`src/rtl/ssmt_pkg.sv`:
```
// ----------------------------------------------------------------------------
// ssmt_pkg
// Shared types and constants for the sparse set membership table.
// ----------------------------------------------------------------------------
package ssmt_pkg;

   // fixed field widths of the ports
   localparam int CMD_W    = 2;
   localparam int HANDLE_W = 32;
   localparam int CFG_W    = 11;
   localparam int CSR_IDX_W = 1;
   localparam int POS_W    = 10;
   localparam int LIVE_W   = 11;

   // width that holds every index or capacity limit
   localparam int LIM_W = 17;

   // command codes
   localparam logic [CMD_W-1:0] CMD_QUERY  = 2'd0;
   localparam logic [CMD_W-1:0] CMD_ADD    = 2'd1;
   localparam logic [CMD_W-1:0] CMD_REMOVE = 2'd2;

   // register indexes
   localparam logic [CSR_IDX_W-1:0] CSR_ENTITY_LIMIT  = 1'd0;
   localparam logic [CSR_IDX_W-1:0] CSR_POOL_CAPACITY = 1'd1;

   // controller states
   typedef enum logic [2:0] {
      ST_CLEAR,
      ST_IDLE,
      ST_MAP_RD,
      ST_DENSE_RD,
      ST_LAST_RD,
      ST_MOVED_RD,
      ST_MAP_FIX,
      ST_FINISH
   } state_type;

   // datapath operations, one per cycle
   typedef enum logic [3:0] {
      OP_NONE,
      OP_CLEAR,
      OP_TAKE,
      OP_RD_SLOT,
      OP_HIT,
      OP_ADD,
      OP_DROP_LAST,
      OP_RD_LAST,
      OP_RD_MOVED,
      OP_SWAP,
      OP_UNMAP,
      OP_LOAD
   } dp_op_type;

   typedef struct packed {
      dp_op_type op;
   } dp_cmd_type;

   typedef struct packed {
      logic clear_last;
      logic rsp_free;
      logic cmd_query;
      logic cmd_add;
      logic cmd_remove;
      logic fits;
      logic enc_zero;
      logic hit_range;
      logic room;
      logic dense_match;
      logic slot_is_last;
      logic moved_fits;
      logic moved_map_ok;
   } dp_status_type;

endpackage

```
`src/rtl/ssmt_ctrl.sv`:
```
// ----------------------------------------------------------------------------
// ssmt_ctrl
// Sequencer for the table: clearing pass, lookup, add and swap-remove steps.
// ----------------------------------------------------------------------------
module ssmt_ctrl (
   input  logic                  clock,
   input  logic                  reset,
   input  logic                  req_valid,
   output logic                  req_stall,
   input  ssmt_pkg::dp_status_type status,
   output ssmt_pkg::dp_cmd_type  cmd
);
   import ssmt_pkg::*;

   state_type state_ff;
   state_type state_in;

   // state register
   always_ff @(posedge clock) begin
      if (reset) begin
         state_ff <= ST_CLEAR;
      end else begin
         state_ff <= state_in;
      end
   end

   // next state and datapath operation
   always_comb begin
      state_in  = state_ff;
      cmd.op    = OP_NONE;
      req_stall = 1'b1;
      unique case (state_ff)
         ST_CLEAR: begin
            cmd.op = OP_CLEAR;
            if (status.clear_last) begin
               state_in = ST_IDLE;
            end
         end
         ST_IDLE: begin
            req_stall = 1'b0;
            if (req_valid) begin
               cmd.op   = OP_TAKE;
               state_in = ST_MAP_RD;
            end
         end
         ST_MAP_RD: begin
            state_in = ST_FINISH;
            if (status.cmd_add) begin
               if (status.fits && status.room && status.enc_zero) begin
                  cmd.op = OP_ADD;
               end
            end else if (status.cmd_query || status.cmd_remove) begin
               if (status.fits && status.hit_range) begin
                  cmd.op   = OP_RD_SLOT;
                  state_in = ST_DENSE_RD;
               end
            end
         end
         ST_DENSE_RD: begin
            state_in = ST_FINISH;
            if (status.dense_match) begin
               if (status.cmd_query) begin
                  cmd.op = OP_HIT;
               end else if (status.slot_is_last) begin
                  cmd.op = OP_DROP_LAST;
               end else begin
                  cmd.op   = OP_RD_LAST;
                  state_in = ST_LAST_RD;
               end
            end
         end
         ST_LAST_RD: begin
            state_in = ST_FINISH;
            if (status.moved_fits) begin
               cmd.op   = OP_RD_MOVED;
               state_in = ST_MOVED_RD;
            end
         end
         ST_MOVED_RD: begin
            state_in = ST_FINISH;
            if (status.moved_map_ok) begin
               cmd.op   = OP_SWAP;
               state_in = ST_MAP_FIX;
            end
         end
         ST_MAP_FIX: begin
            cmd.op   = OP_UNMAP;
            state_in = ST_FINISH;
         end
         ST_FINISH: begin
            if (status.rsp_free) begin
               cmd.op   = OP_LOAD;
               state_in = ST_IDLE;
            end
         end
         default: begin
            state_in = ST_IDLE;
         end
      endcase
   end

endmodule

```
`config.mk`:
```
export PLATFORM = sky130hd
export DESIGN_NAME = ssmt_ctrl
export DESIGN_NICKNAME = d
export VERILOG_FILES = /design/src/rtl/ssmt_pkg.sv /design/src/rtl/ssmt_ctrl.sv
export SDC_FILE = /design/constraint.sdc
export NUM_CORES = 1
export LEC_CHECK = 0
export BUFFER_PORTS_ARGS = -buffer_cell sky130_fd_sc_hd__buf_2
export CORE_AREA = 2 2 39 41
export CTS_BUF_LIST = sky130_fd_sc_hd__clkbuf_16
export DETAILED_ROUTE_END_ITERATION = 8
export DIE_AREA = 0 0 41 43
export SLEW_MARGIN = 20
export SYNTH_ARGS = -nofsm -noshare
export SYNTH_HDL_FRONTEND = slang
export SYNTH_SLANG_ARGS = --single-unit
```
`constraint.sdc`:
```
create_clock -name clock -period 1.1 [get_ports clock]
set_input_delay 0 -clock clock [delete_from_list [all_inputs] [get_ports clock]]
set_output_delay 0 -clock clock [all_outputs]
set_load 0.1 [all_outputs]
```
# Word level (Yosys, flattened, before mapping)
# Cells that the tools add are included.
# W data, S select, Z words.
# word_totals
register_bits,3
word_cells,42
output_inout_bits,5
# op_classes
eq_ne,10
mux,25
reduce_logical,6
# ops
cell,n
$pmux W4 S8,1
$mux W3,8
$pmux W3 S8,1
$mux W2,8
$mux W4,4
$eq A3 B3 Y1 const B,4
$eq A3 B2 Y1 const B,2
$ne A2 B2 Y1 const B,3
$eq A3 B1 Y1 const B,1
$logic_and A1 B1 Y1,3
$logic_not A3 Y1,1
$mux W1,3
$reduce_and A3 Y1,1
$logic_or A1 B1 Y1,1

# Logic depth before layout (Yosys ltp)
# Gate-level depths: netlist (run 1).
# logic_depth
ltp_word,5
ltp_mapped,5
mapped_depth_nobuf,4

# Worst setup path after synthesis (run 1)
# OpenSTA, ideal clock, no wires.
# synth_timing
path_type,flip-flop to output port
from,register state_ff[0]
to,output cmd[0] (netlist name)
path_stages_with_launch,4
arrival_time_ps,2923
path_buffers,1
required_ps,1100
slack_ps,-1823
cell_sequence,dfxtp_1 -> buf_6 -> nand2_1 -> o311ai_1
# synth_rtl
element,line_no,text
from (decl),ssmt_ctrl.sv:15,state_type state_ff;
from (signal assigned),ssmt_ctrl.sv:23,state_ff <= state_in;
to (decl),ssmt_ctrl.sv:11,output ssmt_pkg::dp_cmd_type cmd

==> results by group, run 1 <==
STA
  • Final Skew: around 0.0022 ns
  • Max Fclk: 0.748 GHz
  • Worst setup margin: -0.237 ns
  • RSZ-0062 raised after global routing: true
  • Final setup viols: 8
  • Period minus WS final: approximately 1.3 ns
  • Tcrit/Tclk final: 1.22
  • Fin. Hold Viols: 0
  • Max-slew violation count: 0
  • Max-Slew Margin vs Limit: 0.825
  • Final TNS setup: -0.981 ns
  • Hold slack: 0.150 ns
  • Worst-margin pin slew: 0.262 ns

Synthesis
  • Mapped Area: 335 sq um
  • Post-Synthesis Cells: 51
  • Syn Nets: 67
  • Warnings from Yosys: 0
  • Top cell type's share of synthesized area: 0.179
  • Top cells by area, synth: dfxtp_1 (18%), nand2_1 (10%), o21ai_0 (9.0%)
  • Synth Area in Adders: 0
  • Top cell type by total area after synthesis: dfxtp_1
  • Sequential share of the synthesized area: 0.179
  • Post-synth ARST share: 0
  • XOR/XNOR share of the synthesized area: 0
  • Synth Area in Compound Gates: 0.321
  • Main combinational cell family by area after synthesis: simple AND/OR/NAND/NOR gates
  • Distinct cells, synth: 24
  • Synth Flop Type: dfxtp_1
  • Post-synth EDFFs: 0
  • Seq cells post-synth: 3
  • Simple-gate share of the synthesized area: 0.366
  • Mux cell area share after synthesis: 0.0336
  • Syn avg cell area: 6.57 sq um

Routing
  • DRT iter0 DRCs: 2
  • Vias/cell: 4.70
  • Via count: 508
  • Drc violations: 0
  • WL per Instance: 12.0 um
  • WL met1: 569 um
  • Drt first pass iters: 2
  • Post-DRT Antenna Nets: 0
  • Top layer in use: met3
  • Met3 WL: between 40 and 50 um
  • Met2 wire len: 684 um
  • WL final: 1.30 mm

Power and ir drop
  • Comb power frac: 0.411
  • Clock Power Share: 0.473
  • Pwr Density: 1310 nW/um^2
  • Power consumption: around 1.2 mW
  • Sw Pwr: 375 uW
  • Pint: 809 uW
  • Maximum vdd ir drop: 0.00151 V
  • Switching share of power: 0.317
  • Seq pwr share: 0.116
  • Lkg Pwr: 0.405 nW

Cells and area
  • Most common cell after layout, fill and taps aside: buf_2
  • Final nets: 109
  • Max reg flops: 3
  • Reg with most FFs: state_ff
  • Commonest non-fill, non-tap cells in the layout: buf_2 (15), buf_4 (13), buf_12 (6)
  • Fillers: 109
  • Diode count: 0
  • Area delta synth->final: 169%
  • Fraction of layout cells with a size suffix above 1: 0.717
  • Largest registers: state_ff (3)

Setup path
  • Number of cells on the worst reg-to-reg path: 5
  • CP Class: reg2out
  • Req. time, crit path: about 1.1 ns
  • Startpoint class of the critical path: flip-flop
  • Reg2Reg Setup Slack: -0.04 ns
  • CP max-delay cell: dfxtp_4
  • CP Cell Sequence: buf_6, and3_4, nand2_1, o311ai_4, buf_12
  • RR Endpoint: state_ff[0]
  • Worst R2R Start: state_ff[1]
  • Slowest stage delay, CP: roughly 0.39 ns
  • Worst Path Arrival: around 1.3 ns
  • Critical Path Fanout Max: 6
  • Crit. End Element: primary output

Clocking
  • CTS sink count: 3
  • Max Root-Sink Buffers: 2
  • CTS tree: built
  • Worst skew pair latency: 0.22 ns
  • CTS H-tree depth: 1
  • Root Driver: clkbuf_16
  • Reg clk slew, reported paths: 0.03 ns
  • CTS buffer count: 3

Global routing
  • GR Overflow Total: 0
  • Vias in the first global route: 466
  • First-pass GRT wire length: 1.89 mm
  • Initial antenna violation count: 0
  • Largest net degree at the start of global routing: 8
  • Total track usage: 0.150

Die
  • Initial Utilization: 0.242
  • Core ar.: 1380 sq um
  • Ports: 21
  • Chip height: 43 um
  • # rows: 14
  • Die area: 1760 sq um
  • Die width: about 41 um

Place
  • Placer Congestion: approximately 0.86
  • # port buffers: 20
  • Post-DP HPWL: 869 um

Outcome
  • Failing checks: negative setup slack
  • Status: finished, violations left

Worst hold path
  • Hold depth: 4
  • Hold Path Class: in2reg
  • Min-delay src: status[11]
  • Worst hold path endpoint: state_ff[1]

Run
  • Max_cap viols: 0
## logic make-up (layout without fill, tap and decap cells)
| group | after synthesis | in the layout |
|---|---|---|
| buffers and inverters | 4 | 45 |
| flip-flops | 3 | 3 |
| AO/OA/AOI/OAI | 17 | 17 |
| multiplexers | 1 | 1 |
| AND/OR/NAND/NOR | 26 | 26 |
## worst max-delay path by stage
stage                start      to  slack [ns]  depth (start not counted)
2_1_floorplan  state_ff[0]  cmd[0]       -0.29                          3
3_3_place_gp   state_ff[0]  cmd[3]       -0.14                          4
3_5_place_dp   state_ff[0]  cmd[3]       -0.17                          4
4_1_cts        state_ff[1]  cmd[0]       -0.23                          4
5_1_grt        state_ff[1]  cmd[0]       -0.28                          4
6_report       state_ff[0]  cmd[0]       -0.24                          5
## cell type report
type | instances | area, sq um | share of cell area
Clock inverter | 1 | 3.75 | 0.00416
Multi-Input combinational cell | 44 | 367 | 0.406
Tap cell | 16 | 20.0 | 0.0222
Timing Repair Buffer | 40 | 359 | 0.398
Sequential cell | 3 | 71.3 | 0.0789
Clock buffer | 3 | 75.1 | 0.0831
Inverter | 1 | 7.51 | 0.00831
## what timing repair did
action,4_1_cts,5_1_grt
setup endpoints to repair,8,8
hold buffers,1,0
endpoints found under the hold margin,1,0
pin swaps,6,4
setup buffers,2,5
gates resized for setup,17,17
## through the flow
step	util	instance area, sq um	setup WS [ns]	cells
floorplan	-	390	-0.287	51
CTS	0.575	796	-0.234	103
global route	0.653	903	-0.279	108
finish	0.653	903	-0.237	108
global placement	0.462	639	-0.144	96
detailed placement	0.462	639	-0.170	96
## power by group through the flow
stage / Clock, mW / Combinational [mW] / Sequential (mW)
finish: 0.560 / 0.487 / 0.137
global route: 0.576 / 0.514 / 0.138
CTS: 0.566 / 0.425 / 0.133
detailed placement: 0 / 0.388 / 0.136
global placement: 0 / 0.387 / 0.135
floorplan: 0 / 0.252 / 0.127
## per-layer routing
layer | GRT usage | up-vias
met5 | 0 | -
met1 | 0.198 | 231
met4 | 0 | 0
met2 | 0.247 | 9
li1 | - | 268
met3 | 0.0471 | 0
## critical path, delay by kind of cell, from the launching register on
| family | cells | cell delay [ns] |
|---|---|---|
| buffers and inverters | 2 | 0.33 |
| AOI/OAI and AO/OA | 1 | 0.10 |
| and+or+nand+nor | 2 | 0.29 |
| DFF | 1 | 0.39 |
## cells in the mapped netlist (2+ instances only)
master	count
nand2_1	9
nor2_1	8
o21ai_0	6
dfxtp_1	3
a21oi_1	2
and3_1	2
buf_6	2
nand2b_1	2
o22ai_1	2
Power figures use the tool's default switching activity.
==> run 2: changes to the inputs <==
BUFFER_PORTS_ARGS = -buffer_cell sky130_fd_sc_hd__clkbuf_2   (was -buffer_cell sky130_fd_sc_hd__buf_2)
==> results by group, run 2 (synthesis gave the netlist of run 1 again) <==
Cells and area
  • Fillers: 116 (was 109)
  • Diode count: 0 (unchanged)
  • Max reg flops: 3 (unchanged)
  • Reg with most FFs: state_ff (unchanged)
  • Most common cell after layout, fill and taps aside: clkbuf_2 (was buf_2)
  • Fraction of layout cells with a size suffix above 1: 0.643 (was 0.717)
  • FF/Latch Area: 68.8 sq um (was 71.3 sq um)
  • Area delta synth->final: 139% (was 169%)
  • Commonest non-fill, non-tap cells in the layout: clkbuf_2 (15), nor2_1 (7), nand2_1 (7), buf_4 (6) (was buf_2 (15), buf_4 (13), buf_12 (6))
  • Final nets: 101 (was 109)
  • Largest registers: state_ff (3) (unchanged)
  • Cell area after layout: 801 sq um (was 903 sq um)
  • Area of the multi-input gates: 343 sq um (was 367 sq um)

Outcome
  • Failing checks: negative setup slack (unchanged)
  • Status: finished, violations left (unchanged)

STA
  • RSZ-0062 raised after global routing: true (unchanged)
  • Period minus WS final: 1.31 ns (was 1.34 ns)
  • Worst-margin pin slew: 0.322 ns (was 0.262 ns)
  • Max-slew violation count: 0 (unchanged)
  • Tcrit/Tclk final: 1.19 (was 1.22)
  • Max Fclk: 0.765 GHz (was 0.748 GHz)
  • Max-Slew Margin vs Limit: 0.784 (was 0.825)
  • Fin. Hold Viols: 0 (unchanged)
  • Final Skew: 0.000535 ns (was 0.00222 ns)
  • Final setup viols: 7 (was 8)
  • Worst setup margin: -0.207 ns (was -0.237 ns)
  • Hold slack: 0.142 ns (was 0.150 ns)

Die
  • Die area: 1760 sq um (unchanged)
  • Die width: 41 um (unchanged)
  • Core ar.: 1380 sq um (unchanged)
  • Initial Utilization: 0.242 (unchanged)
  • Ports: 21 (unchanged)
  • Chip height: 43 um (unchanged)
  • # rows: 14 (unchanged)

Routing
  • Post-DRT Antenna Nets: 0 (unchanged)
  • WL final: 1.17 mm (was 1.30 mm)
  • Via count: 508 (unchanged)
  • Vias/cell: 5.08 (was 4.70)
  • DRT iter0 DRCs: 14 (was 2)
  • Drc violations: 0 (unchanged)
  • Drt first pass iters: 4 (was 2)
  • WL per Instance: 11.7 um (was 12.0 um)

Power and ir drop
  • Maximum vdd ir drop: 0.00159 V (was 0.00151 V)
  • Pwr Density: 1430 nW/um^2 (was 1310 nW/um^2)
  • Lkg Pwr: 0.348 nW (was 0.405 nW)

Setup path
  • Reg2Reg Setup Slack: -0.03 ns (was -0.04 ns)
  • CP Class: reg2out (unchanged)
  • Crit. End Element: primary output (unchanged)
  • Cell family with most CP delay: flip-flops (unchanged)
  • RR Endpoint: state_ff[2] (was state_ff[0])
  • Crit path buf inv count: 1 (was 2)
  • CP Cell Sequence: mux2_2, o22ai_2, nor2_4, buf_12 (was buf_6, and3_4, nand2_1, o311ai_4, buf_12)
  • Slowest stage delay, CP: 0.38 ns (was 0.39 ns)
  • Req. time, crit path: 1.10 ns (about the same)
  • Worst Path Arrival: 1.31 ns (was 1.34 ns)
  • Worst R2R Start: state_ff[1] (unchanged)
  • Startpoint class of the critical path: flip-flop (unchanged)
  • Critical Path Fanout Max: 7 (was 6)
  • Number of cells on the worst reg-to-reg path: 5 (unchanged)
  • CP max-delay cell: dfxtp_4 (unchanged)

Clocking
  • Reg clk slew, reported paths: 0.03 ns (about the same)
  • Worst skew pair latency: 0.22 ns (about the same)
  • CTS tree: built (unchanged)
  • Root Driver: clkbuf_16 (unchanged)
  • Max Root-Sink Buffers: 2 (unchanged)
  • CTS H-tree depth: 1 (unchanged)
  • CTS buffer count: 3 (unchanged)
  • CTS sink count: 3 (unchanged)

Place
  • Post-DP HPWL: 901 um (was 869 um)
  • Placer Congestion: 0.804 (was 0.857)
  • DP Area: 619 sq um (was 639 sq um)
  • # port buffers: 20 (unchanged)

Global routing
  • Initial antenna violation count: 0 (unchanged)
  • Vias in the first global route: 495 (was 466)
  • Total track usage: 0.162 (was 0.150)
  • GR Overflow Total: 0 (unchanged)
  • First-pass GRT wire length: 1.97 mm (was 1.89 mm)
  • Largest net degree at the start of global routing: 8 (unchanged)

Worst hold path
  • Min-delay src: status[11] (unchanged)
  • Hold Path Class: in2reg (unchanged)
  • Hold depth: 4 (unchanged)
  • Worst hold path endpoint: state_ff[1] (unchanged)

Run
  • Max_cap viols: 0 (unchanged)
## run 2: cell count changes in the layout (fill, tap and decap cells not counted), moves of 2 or more
| cell | previous run | this run |
|---|---|---|
| buf_2 | 15 | 0 |
| buf_4 | 13 | 6 |
| clkbuf_2 | 0 | 15 |
| nand2_1 | 5 | 7 |
| nor2_1 | 5 | 7 |
## run 2: worst max path at each step
stage | cells past startpoint | start | to | slack (ns)
after global placement | 4 | state_ff[0] | cmd[3] | -0.06
after floorplan | 3 | state_ff[0] | cmd[0] | -0.29
after global routing | 5 | state_ff[2] | cmd[1] | -0.24
after detailed placement | 4 | state_ff[0] | cmd[3] | -0.08
final | 4 | state_ff[0] | cmd[3] | -0.21
after CTS | 4 | state_ff[2] | cmd[0] | -0.21
## run 2: tightest hold or removal path, cell delays in order
cell      delay (ns)
clkbuf_2        0.15
nor2_1          0.06
nand2_1         0.06
o21ai_1         0.05
## run 2: metrics by stage
step                setup TNS (ns)  utilization  cells  worst slack [ns]  total power, mW
CTS                         -0.733        0.532     98            -0.206             1.11
floorplan                   -0.368            -     51            -0.287            0.379
global route                 -1.26        0.579    100            -0.242             1.18
finish                      -0.816        0.579    100            -0.207             1.14
detailed placement          -0.185        0.448     93           -0.0789            0.523
global placement            -0.100        0.448     93           -0.0609            0.519
## run 2: where the power goes
part           total (mW)  internal (mW)  switching (mW)
sequential          0.134          0.118          0.0164
clock               0.572          0.469           0.103
combinational       0.437          0.190           0.247
total                1.14          0.777           0.366
## run 2: final cells by class
type,count,share of cell area
Clock inverter,1,0.00469
Tap cell,16,0.0250
Inverter,1,0.00469
Timing Repair Buffer,32,0.358
Multi-Input combinational cell,44,0.428
Sequential cell,3,0.0859
Clock buffer,3,0.0938
## run 2: routing by layer
| metal | share of wire | up-vias | routed length [um] | global-route usage |
|---|---|---|---|---|
| met4 | 0 | 0 | 0 | 0.0400 |
| met5 | 0 | - | 0 | 0 |
| met2 | 0.54 | 15 | 627 | 0.259 |
| li1 | - | 254 | - | - |
| met1 | 0.40 | 239 | 472 | 0.192 |
| met3 | 0.057 | 0 | 66 | 0.0681 |
## run 2: what timing repair did
| item | in CTS | in global routing |
|---|---|---|
| setup endpoints to repair | 5 | 8 |
| gates resized for setup | 8 | 14 |
| endpoints found under the hold margin | 1 | 0 |
| setup buffers | 0 | 2 |
| pin swaps | 6 | 7 |
| hold buffers | 1 | 0 |
==> run 3: changes to the inputs <==
CTS_BUF_LIST = sky130_fd_sc_hd__clkbuf_4   (was sky130_fd_sc_hd__clkbuf_16)
==> results by group, run 3 (synthesis gave the netlist of run 1 again) <==
Clocking
  • Worst skew pair latency: 0.24 ns (was 0.22 ns)
  • CTS buffer count: 3 (unchanged)
  • # Post-CTS Setup Buffers: 0 (unchanged)
  • CTS sink count: 3 (unchanged)
  • Root Driver: clkbuf_4 (was clkbuf_16)
  • Reg clk slew, reported paths: 0.04 ns (was 0.03 ns)
  • CTS tree: built (unchanged)
  • Max Root-Sink Buffers: 2 (unchanged)
  • CTS H-tree depth: 1 (unchanged)

Power and ir drop
  • Pwr Density: 1090 nW/um^2 (was 1430 nW/um^2)
  • Seq pwr share: 0.171 (was 0.118)
  • Switching share of power: 0.410 (was 0.320)
  • Comb power frac: 0.542 (was 0.382)
  • Sw Pwr: 324 uW (was 366 uW)
  • Pint: 465 uW (was 777 uW)
  • Clock Power Share: 0.287 (was 0.500)
  • Lkg Pwr: 0.313 nW (was 0.348 nW)
  • Power consumption: 789 uW (was 1.14 mW)
  • Maximum vdd ir drop: 0.000812 V (was 0.00159 V)

Global routing
  • Largest net degree at the start of global routing: 8 (unchanged)
  • Total track usage: 0.152 (was 0.162)
  • GR Overflow Total: 0 (unchanged)
  • Vias in the first global route: 466 (was 495)
  • Initial antenna violation count: 0 (unchanged)
  • First-pass GRT wire length: 1.86 mm (was 1.97 mm)
  • M3 GR Usage: 0.0628 (was 0.0681)
  • Met2 Resource Use GR: 0.222 (was 0.259)
  • GRT busiest layer: met2 (unchanged)
  • Met1 Use GR: 0.196 (was 0.192)

Routing
  • Vias/cell: 5.12 (was 5.08)
  • Post-DRT Antenna Nets: 0 (unchanged)
  • DRT iter0 DRCs: 11 (was 14)
  • Drc violations: 0 (unchanged)
  • WL per Instance: 11.7 um (about the same)
  • WL final: 1.14 mm (was 1.17 mm)
  • Drt first pass iters: 4 (unchanged)
  • Via count: 502 (was 508)

Outcome
  • Status: finished, violations left (unchanged)
  • Failing checks: negative setup slack (unchanged)

Cells and area
  • Reg with most FFs: state_ff (unchanged)
  • Fraction of layout cells with a size suffix above 1: 0.634 (was 0.643)
  • Largest registers: state_ff (3) (unchanged)
  • Most common cell after layout, fill and taps aside: clkbuf_2 (unchanged)
  • Max reg flops: 3 (unchanged)
  • Diode count: 0 (unchanged)
  • Finished Layout Cells: 98 (was 100)
  • Area delta synth->final: 116% (was 139%)
  • Final nets: 99 (was 101)
  • Commonest non-fill, non-tap cells in the layout: clkbuf_2 (15), nor2_1 (7), nand2_1 (6), buf_4 (6), buf_12 (5) (was clkbuf_2 (15), nor2_1 (7), nand2_1 (7), buf_4 (6))

Setup path
  • Slowest stage delay, CP: 0.36 ns (was 0.38 ns)
  • Crit path buf inv count: 1 (unchanged)
  • Startpoint class of the critical path: flip-flop (unchanged)
  • Critical Path Fanout Max: 7 (unchanged)
  • CP max-delay cell: dfxtp_4 (unchanged)
  • CP Cell Sequence: and4b_2, o22ai_4, o311ai_4, buf_12 (was mux2_2, o22ai_2, nor2_4, buf_12)
  • Worst Path Arrival: 1.33 ns (was 1.31 ns)
  • Req. time, crit path: 1.10 ns (about the same)
  • CP Depth: 4 (unchanged)
  • Crit. End Element: primary output (unchanged)
  • CP Class: reg2out (unchanged)
  • Cell family with most CP delay: flip-flops (unchanged)
  • Number of cells on the worst reg-to-reg path: 4 (was 5)

Die
  • Ports: 21 (unchanged)
  • Initial Utilization: 0.242 (unchanged)
  • Chip height: 43 um (unchanged)
  • # rows: 14 (unchanged)
  • Core ar.: 1380 sq um (unchanged)
  • Die area: 1760 sq um (unchanged)
  • Die width: 41 um (unchanged)

STA
  • RSZ-0062 raised after global routing: true (unchanged)
  • Fin. Hold Viols: 0 (unchanged)
  • Tcrit/Tclk final: 1.21 (was 1.19)
  • Worst setup margin: -0.231 ns (was -0.207 ns)
  • Final setup viols: 6 (was 7)
  • Max-Slew Margin vs Limit: 0.820 (was 0.784)
  • Period minus WS final: 1.33 ns (was 1.31 ns)
  • Max-slew violation count: 0 (unchanged)
  • Max Fclk: 0.751 GHz (was 0.765 GHz)
  • Final Skew: 0.00409 ns (was 0.000535 ns)
  • Worst-margin pin slew: 0.268 ns (was 0.322 ns)

Run
  • Max_cap viols: 0 (unchanged)

Worst hold path
  • Hold Path Class: in2reg (unchanged)
  • Hold depth: 3 (was 4)

Place
  • Post-placement setup slack: -0.0789 ns (unchanged)
  • Dpl cells: 93 (unchanged)
  • # port buffers: 20 (unchanged)
  • Post-DP HPWL: 901 um (unchanged)
  • Placer Congestion: 0.804 (unchanged)
[run 3: cell count changes in the layout (fill, tap and decap cells not counted), sizes merged]
| cell | change |
|---|---|
| buf | -2 |
| clkbuf | +1 |
| inv | -1 |
[run 3: final cells by class]
class	count	area (sq um)
fillers	126	658
multi-input cells	44	339
repair buffers	30	264
flip-flops and latches	3	68.8
clock buffers	4	30.0
well taps	16	20.0
inverters	1	3.75
[run 3: worst paths after layout]
path	to	from	slack, ns
setup / recovery	cmd[0]	state_ff[2]	-0.23
setup reg to reg	state_ff[0]	state_ff[1]	0
hold reg to reg	state_ff[2]	state_ff[1]	0.70
hold / removal	state_ff[0]	status[12]	0.12
[run 3: worst register-to-register path, delay by kind of cell (launching register included)]
| family | cells | cell delay [ns] |
|---|---|---|
| DFF | 1 | 0.35 |
| AOI/OAI and AO/OA | 2 | 0.31 |
| and+or+nand+nor | 1 | 0.20 |
| buffers and inverters | 1 | 0.12 |
[run 3: repair_timing]
action / 4_1_cts / 5_1_grt
pin swaps: 6 / 3
hold buffers: 1 / 0
gates resized for setup: 9 / 10
endpoints found under the hold margin: 1 / 0
setup endpoints to repair: 5 / 8
[run 3: power groups by stage]
stage	Sequential (mW)	Clock (mW)	Combinational (mW)
global placement	0.132	0	0.386
floorplan	0.127	0	0.252
detailed placement	0.134	0	0.389
global route	0.136	0.241	0.454
CTS	0.132	0.233	0.405
finish	0.135	0.226	0.427
[run 3: stage by stage]
stage | instance area (sq um) | util | setup TNS, ns | hold slack, ns
floorplan | 390 | - | -0.368 | 0.0712
global placement | 619 | 0.448 | -0.100 | 0.214
detailed placement | 619 | 0.448 | -0.185 | 0.213
CTS | 691 | 0.499 | -0.797 | 0.0935
global route | 726 | 0.524 | -1.08 | 0.139
finish | 726 | 0.524 | -0.751 | 0.122
[run 3: layer usage]
| metal | vias up | wire (um) | part of all wire |
|---|---|---|---|
| li1 | 250 | - | - |
| met1 | 231 | 465 | 0.41 |
| met2 | 19 | 599 | 0.52 |
| met3 | 2 | 65 | 0.057 |
| met4 | 0 | 12 | 0.010 |
| met5 | - | 0 | 0 |
